$ cat src/hdl/rrts_pkg.sv
// Package for the round-robin task scheduler: word types, opcodes, stack states.
// No dependencies.
`default_nettype none
package rrts_pkg;
  localparam int MaxTasks  = 32;
  localparam int MaxStacks = 4;
  localparam int EventBits = 32;

  localparam logic [3:0] OP_ADD      = 4'd0;
  localparam logic [3:0] OP_DELETE   = 4'd1;
  localparam logic [3:0] OP_QUEUE    = 4'd2;
  localparam logic [3:0] OP_WAIT     = 4'd3;
  localparam logic [3:0] OP_FINISH   = 4'd4;
  localparam logic [3:0] OP_KILL     = 4'd5;
  localparam logic [3:0] OP_SET      = 4'd6;
  localparam logic [3:0] OP_CLEAR    = 4'd7;
  localparam logic [3:0] OP_SCHEDULE = 4'd8;

  localparam logic [1:0] ST_FREE = 2'd0;
  localparam logic [1:0] ST_RUN  = 2'd1;
  localparam logic [1:0] ST_WAIT = 2'd2;

  localparam logic [1:0] ACT_NONE   = 2'd0;
  localparam logic [1:0] ACT_RESUME = 2'd1;
  localparam logic [1:0] ACT_START  = 2'd2;

  typedef struct packed {
    logic [3:0]  opcode;
    logic [4:0]  task_id;
    logic [31:0] event_mask;
  } cmd_t;

  typedef struct packed {
    logic       ok;
    logic [1:0] action;
    logic [1:0] stack_index;
    logic [4:0] task_out;
  } rsp_t;
endpackage
`default_nettype wire

$ cat src/hdl/round_robin_task_scheduler.sv
// Round-robin task scheduler top level: sequencer and one shared scan step.
// Depends on rrts_pkg.
`default_nettype none
// A command word is taken when start is high and busy is low; exactly one result
// word follows on rsp, marked by done for a single cycle, and cannot be stalled.
// Set/clear flags, queue, wait and finish go from accept straight to S_DONE.
// Add, delete, kill and schedule walk ids or stacks one per cycle through a single
// compare step: add and kill stop at the first hit, delete walks every id, schedule
// scans the stacks, then ids up to highest_id. The scan loop sets the rate.
module round_robin_task_scheduler import rrts_pkg::*; #(
  parameter int MAX_TASKS  = MaxTasks,
  parameter int MAX_STACKS = MaxStacks,
  parameter int EVENT_BITS = EventBits
) (
  input  wire logic clk,
  input  wire logic rst,
  input  wire logic start,
  input  wire cmd_t cmd,
  output logic      busy,
  output logic      done,
  output rsp_t      rsp
);
  localparam int TW = (MAX_TASKS > 1) ? $clog2(MAX_TASKS) : 1;
  localparam int SW = (MAX_STACKS > 1) ? $clog2(MAX_STACKS) : 1;
  localparam int CW = ((TW > SW) ? TW : SW) + 1;

  localparam logic [2:0] S_IDLE = 3'd0, S_ADD = 3'd1, S_DEL = 3'd2, S_KILL = 3'd3,
                         S_SSTK = 3'd4, S_STSK = 3'd5, S_DONE = 3'd6;

  logic [2:0] state;
  logic [MAX_TASKS-1:0] used_ids, queued_ids, active_ids;
  logic [1:0] stack_status [MAX_STACKS];
  logic [TW-1:0] stack_task [MAX_STACKS];
  logic [EVENT_BITS-1:0] stack_wait_mask [MAX_STACKS];
  logic [EVENT_BITS-1:0] event_flags;
  logic [TW-1:0] highest_id, last_task, tid;
  logic [SW-1:0] last_stack, running_stack, sidx, free_ix;
  logic have_free;
  logic [CW-1:0] cnt;
  cmd_t cmd_r;
  rsp_t res;

  logic [EVENT_BITS-1:0] msk;
  logic [4:0] id_in;
  logic run_ok;
  assign msk = cmd.event_mask[EVENT_BITS-1:0];
  assign id_in = cmd_r.task_id;
  assign run_ok = (stack_status[running_stack] == ST_RUN);
  assign busy = (state != S_IDLE);

  // next round-robin positions
  logic [SW-1:0] s_nx;
  logic [TW-1:0] t_nx;
  assign s_nx = (sidx == SW'(MAX_STACKS-1)) ? '0 : sidx + 1'b1;
  assign t_nx = (tid >= highest_id) ? '0 : tid + 1'b1;

  always_ff @(posedge clk) begin
    if (rst) begin
      state <= S_IDLE;
      done <= 1'b0;
      used_ids <= '0; queued_ids <= '0; active_ids <= '0;
      event_flags <= '0; highest_id <= '0; last_stack <= '0;
      last_task <= '0; running_stack <= '0;
      for (int i = 0; i < MAX_STACKS; i++) begin
        stack_status[i] <= ST_FREE;
        stack_task[i] <= '0;
        stack_wait_mask[i] <= '0;
      end
    end else begin
      done <= 1'b0;
      case (state)
        S_IDLE: begin
          if (start) begin
            cmd_r <= cmd;
            res <= '0;
            cnt <= '0;
            tid <= '0;
            state <= S_DONE;
            case (cmd.opcode)
              OP_ADD: begin tid <= '0; state <= S_ADD; end
              OP_DELETE: begin
                if ({27'd0, cmd.task_id} < 32'(MAX_TASKS)) begin
                  used_ids[cmd.task_id[TW-1:0]] <= 1'b0;
                  highest_id <= '0;
                  res.ok <= 1'b1;
                  state <= S_DEL;
                end
              end
              OP_QUEUE: begin
                if ({27'd0, cmd.task_id} < 32'(MAX_TASKS) &&
                    used_ids[cmd.task_id[TW-1:0]]) begin
                  queued_ids[cmd.task_id[TW-1:0]] <= 1'b1;
                  res.ok <= 1'b1;
                end
              end
              OP_WAIT: begin
                if (run_ok) begin
                  stack_status[running_stack] <= ST_WAIT;
                  stack_wait_mask[running_stack] <= msk;
                  res.ok <= 1'b1;
                end
              end
              OP_FINISH: begin
                if (run_ok) begin
                  active_ids[stack_task[running_stack]] <= 1'b0;
                  stack_status[running_stack] <= ST_FREE;
                  stack_task[running_stack] <= '0;
                  stack_wait_mask[running_stack] <= '0;
                  res.ok <= 1'b1;
                end
              end
              OP_KILL: begin sidx <= '0; state <= S_KILL; end
              OP_SET: begin event_flags <= event_flags | msk; res.ok <= 1'b1; end
              OP_CLEAR: begin event_flags <= event_flags & ~msk; res.ok <= 1'b1; end
              OP_SCHEDULE: begin
                sidx <= (last_stack == SW'(MAX_STACKS-1)) ? '0 : last_stack + 1'b1;
                have_free <= 1'b0;
                state <= S_SSTK;
              end
              default: ;
            endcase
          end
        end
        S_ADD: begin
          if (!used_ids[tid]) begin
            used_ids[tid] <= 1'b1;
            queued_ids[tid] <= 1'b0;
            if (highest_id < tid) highest_id <= tid;
            res.ok <= 1'b1;
            res.task_out <= 5'(tid);
            state <= S_DONE;
          end else if (tid == TW'(MAX_TASKS-1)) begin
            state <= S_DONE;
          end
          tid <= tid + 1'b1;
        end
        S_DEL: begin
          if (used_ids[tid]) highest_id <= tid;
          if (tid == TW'(MAX_TASKS-1)) state <= S_DONE;
          tid <= tid + 1'b1;
        end
        S_KILL: begin
          if (stack_status[sidx] != ST_FREE &&
              {{(32-TW){1'b0}}, stack_task[sidx]} == {27'd0, id_in}) begin
            active_ids[stack_task[sidx]] <= 1'b0;
            stack_status[sidx] <= ST_FREE;
            stack_task[sidx] <= '0;
            stack_wait_mask[sidx] <= '0;
            res.ok <= 1'b1;
            state <= S_DONE;
          end else if (sidx == SW'(MAX_STACKS-1)) begin
            state <= S_DONE;
          end
          sidx <= sidx + 1'b1;
        end
        S_SSTK: begin
          if (stack_status[sidx] == ST_FREE) begin
            have_free <= 1'b1;
            free_ix <= sidx;
          end
          if (stack_status[sidx] == ST_WAIT &&
              (stack_wait_mask[sidx] & event_flags) != '0) begin
            stack_status[sidx] <= ST_RUN;
            stack_wait_mask[sidx] <= '0;
            last_stack <= sidx;
            running_stack <= sidx;
            res.ok <= 1'b1;
            res.action <= ACT_RESUME;
            res.stack_index <= 2'(sidx);
            res.task_out <= 5'(stack_task[sidx]);
            state <= S_DONE;
          end else if (cnt == CW'(MAX_STACKS-1)) begin
            cnt <= '0;
            tid <= (last_task >= highest_id) ? '0 : last_task + 1'b1;
            state <= (have_free || stack_status[sidx] == ST_FREE) ? S_STSK : S_DONE;
          end else begin
            cnt <= cnt + 1'b1;
          end
          sidx <= s_nx;
        end
        S_STSK: begin
          if (used_ids[tid] && queued_ids[tid] && !active_ids[tid]) begin
            last_task <= tid;
            stack_status[free_ix] <= ST_RUN;
            stack_task[free_ix] <= tid;
            stack_wait_mask[free_ix] <= '0;
            active_ids[tid] <= 1'b1;
            queued_ids[tid] <= 1'b0;
            running_stack <= free_ix;
            res.ok <= 1'b1;
            res.action <= ACT_START;
            res.stack_index <= 2'(free_ix);
            res.task_out <= 5'(tid);
            state <= S_DONE;
          end else if (cnt[TW-1:0] == highest_id) begin
            state <= S_DONE;
          end
          cnt <= cnt + 1'b1;
          tid <= t_nx;
        end
        S_DONE: begin
          done <= 1'b1;
          state <= S_IDLE;
        end
        default: state <= S_IDLE;
      endcase
    end
  end

  assign rsp = res;

  // a result word only ever follows a busy period
  a_done_after_busy: assert property (@(posedge clk) disable iff (rst)
    done |-> $past(busy)) else $error("done without command");
  a_idle_after_done: assert property (@(posedge clk) disable iff (rst)
    done |-> !busy) else $error("busy during result");
  a_action_ok: assert property (@(posedge clk) disable iff (rst)
    done && rsp.action != ACT_NONE |-> rsp.ok) else $error("action without ok");
endmodule
`default_nettype wire

$ cat config.mk
export PLATFORM = sky130hd
export DESIGN_NAME = round_robin_task_scheduler
export DESIGN_NICKNAME = d
export VERILOG_FILES = /design/src/hdl/rrts_pkg.sv /design/src/hdl/round_robin_task_scheduler.sv
export SDC_FILE = /design/constraint.sdc
export NUM_CORES = 1
export LEC_CHECK = 0
export BUFFER_PORTS_ARGS = -buffer_cell sky130_fd_sc_hd__buf_4
export CELL_PAD_IN_SITES_DETAIL_PLACEMENT = 2
export CELL_PAD_IN_SITES_GLOBAL_PLACEMENT = 2
export CORE_MARGIN = 8
export CORE_UTILIZATION = 42
export DETAILED_ROUTE_END_ITERATION = 6
export GPL_ROUTABILITY_DRIVEN = 0
export PLACE_DENSITY_LB_ADDON = 0.3
export SLEW_MARGIN = 25
export SYNTH_ARGS = -nofsm -noshare
export SYNTH_HDL_FRONTEND = slang
export SYNTH_SLANG_ARGS = --single-unit
$ cat constraint.sdc
create_clock -name clk -period 6.95 [get_ports clk]
set_input_delay 1.39 -clock clk [delete_from_list [all_inputs] [get_ports clk]]
set_output_delay 1.39 -clock clk [all_outputs]
set_load 0.01 [all_outputs]
==> flow_summary.ini <==
[placement]
port_buffers = 55
hpwl_um = 44400
place_area_um2 = 18000

[timing]
max_freq_mhz = 188
fin_skew_ns = 0.0287
slew_headroom_pct = 34.7
fin_crit_ns = 5.31
slew_viol_final = 0
rsz0062_at_grt = no
setup_tns_ns = 0
hold_viol = 0
worstMarginPinSlew_ns = 0.971
fin_crit_sh_pct = 76.4
setup_viol_count_final = 0

[synth]
ys_seq_area_share_pct = 50.4
synth_edf_count = 187
ys_seq_elements = 337
syn_area_um2 = 17100
async_flop_share_pct = 0
ys_types = 68
ys.flop_type = edfxtp_1
yosysTopAreaCell = edfxtp_1
yosysWarningCount = 0
avgSynthCellArea_um2 = 10.4
syn_inst = 1647
synth.area.top_cells = edfxtp_1, dfxtp_1, mux4_2
yosys.area.top_type_share_pct = 32.8
syn-num-nets = 1710

[clock_network]
cts_resized = 0
clkTransAtPathRegs_ns = 0.06
cts_made_buffers = 41
clock_sinks = 337
cts_buffer_depth = 3
post_cts_buffers = 0
insertion_delay_ns = 0.58
root_buffer = clkbuf_16
cts_htree_levels = 2
postCtsHoldBufs = 0
cts_tree = built

[cells_and_area]
area_growth_pct = 12.8
multiInputGateArea_um2 = 7630
fillers = 4163
nets = 1708
final_common_cell = edfxtp_1
drive_gt1_share_pct = 14.5
fin_area_um2 = 19300
final_cell_mix = edfxtp_1, dfxtp_1, nor3_1, nand2_1, inv_1
seq_area_um2 = 8620
diodes = 0

[worst_setup_path]
cp_data_required_time_ns = 7.20
reg2reg_to = stack_wait_mask[1][14]
r2r_cells = 10
arrival_ns = 5.56
rrSetupSlack_ns = 1.64
path_class = reg -> reg
worstSetupEndpointType = register
crit_fanout = 28
critPathLaunchType = register

[power]
p_seq_share_pct = 40.5
switchingPower_mw = 2.09
power_frac_comb_pct = 24.6
switching_share_pct = 34.7
p_int_mw = 3.93
p_clk_share_pct = 34.8
ir_worst_vdd_mv = 0.186
power_density_nw_per_um2 = 312
cellLeakagePower_nw = 6.49
finalPower_mw = 6.02

[die]
fp.dieW_um = 218
die_y_um = 218
initial_core_util_pct = 42.2
num_rows = 74
core_area_um2 = 40600
die-area_um2 = 47500
io_pins = 56

[worst_hold_path]
min_delay_worst_endpoint = queued_ids[11]
hp-class = reg -> reg
min_delay_path_depth = 2
min_from = queued_ids[11]

[global_route]
grt_pass1_vias = 15568
grt_max_degree = 71
grt-ovfl-total = 0
antenna_found_initial = 0
grt_pass1_wl_um = 97900
gr-usage-all-layers_pct = 26.6

[route]
wire_per_inst_um = 29.5
drt_wl_total_um = 65100
vias_per_cell = 6.50
drtAntennaViolNets = 0
post-route-drc-count = 0
drt-initial-drc-count = 1125
drtPass1Iterations = 5
vias = 14372

[job]
max-cap-violations = 0

[status]
status = finished clean
-- final cells by class --
type | instances | area share, %
inverters | 100 | 1.94
clock inverters | 19 | 0.784
clock buffers | 57 | 5.83
repair buffers | 87 | 3.80
flip-flops and latches | 337 | 44.7
well taps | 532 | 3.45
multi-input cells | 1078 | 39.5
-- worst max-delay path by stage --
stage | start | endpoint | slack [ns] | depth (start not counted)
3_3_place_gp | start | stack_wait_mask[0][27] | 1.61 | 10
3_5_place_dp | start | stack_wait_mask[1][7] | 1.47 | 11
2_1_floorplan | start | stack_status[2][0] | 1.58 | 8
5_1_grt | register | stack_wait_mask[1][14] | 1.40 | 10
4_1_cts | register | stack_wait_mask[1][14] | 1.66 | 10
6_report | register | stack_wait_mask[1][14] | 1.64 | 10
-- cells by family (layout without fill, tap and decap cells) --
group,after synthesis,in the layout,share of synthesized area [%]
AO/OA/AOI/OAI,380,380,15.4
XOR/XNOR,19,19,0.973
adder cells (fa/ha/maj),19,19,1.39
buffers and inverters,232,263,5.51
flip-flops,337,337,50.4
multiplexers,137,137,10.7
AND/OR/NAND/NOR,523,523,15.6
-- stage by stage --
| step | std cells | worst slack (ns) | hold WS (ns) | utilization [%] |
|---|---|---|---|---|
| final | 2210 | 1.64 | 0.483 | 47.6 |
| after floorplan | 1647 | 1.58 | 0.454 | - |
| after global placement | 2131 | 1.61 | 0.465 | 44.2 |
| after detailed placement | 2133 | 1.47 | 0.475 | 44.4 |
| after global routing | 2210 | 1.40 | 0.503 | 47.6 |
| after CTS | 2209 | 1.66 | 0.483 | 47.5 |
-- synthesized netlist by cell type, drive strengths merged, types with 6 or more instances --
cell and instances:
nor2 87, mux4 33, a21oi 94, nand2 111, inv 97, nor4 37, o32ai 45, edfxtp 187
xor2 8, or3 13, o22ai 44, nand4 6, nor2b 20, and3 7, nor3 142, mux2 37
o21bai 6, a311oi 33, buf 57, a22oi 12, a31oi 19, o21ai 21, nand3 18, nor3b 12
mux2i 67, clkbuf 75, ha 19, nand2b 35, dfxtp 150, a211oi 66, xnor2 11, nand3b 12
-- metal layers --
layer  up-vias  GRT usage (%)  wire (um)
met2       521           47.0      33400
met1      7437           32.6      26100
met3       142           3.47       3180
met4         0           10.6       2380
met5         -              0          0
li1       6272              -          -
-- power groups by stage --
stage	clock network, mW	registers [mW]	logic (mW)
3_5_place_dp	0	2.48	1.45
5_1_grt	2.20	2.46	1.57
2_1_floorplan	0	2.35	1.00
3_3_place_gp	0	2.46	1.39
6_report	2.10	2.44	1.48
4_1_cts	2.12	2.44	1.46
-- worst max-delay path: stages (launching register included) --
cell      delay, ns
dfxtp_2        0.73
mux4_2         0.62
a22o_1         0.26
or3_1          0.32
or4_4          0.55
nor4_4         0.45
o21ai_2        0.19
a211o_1        0.46
buf_4          0.33
o21bai_4       0.62
buf_4          0.40
No activity file was read; power rests on OpenSTA's default activity.
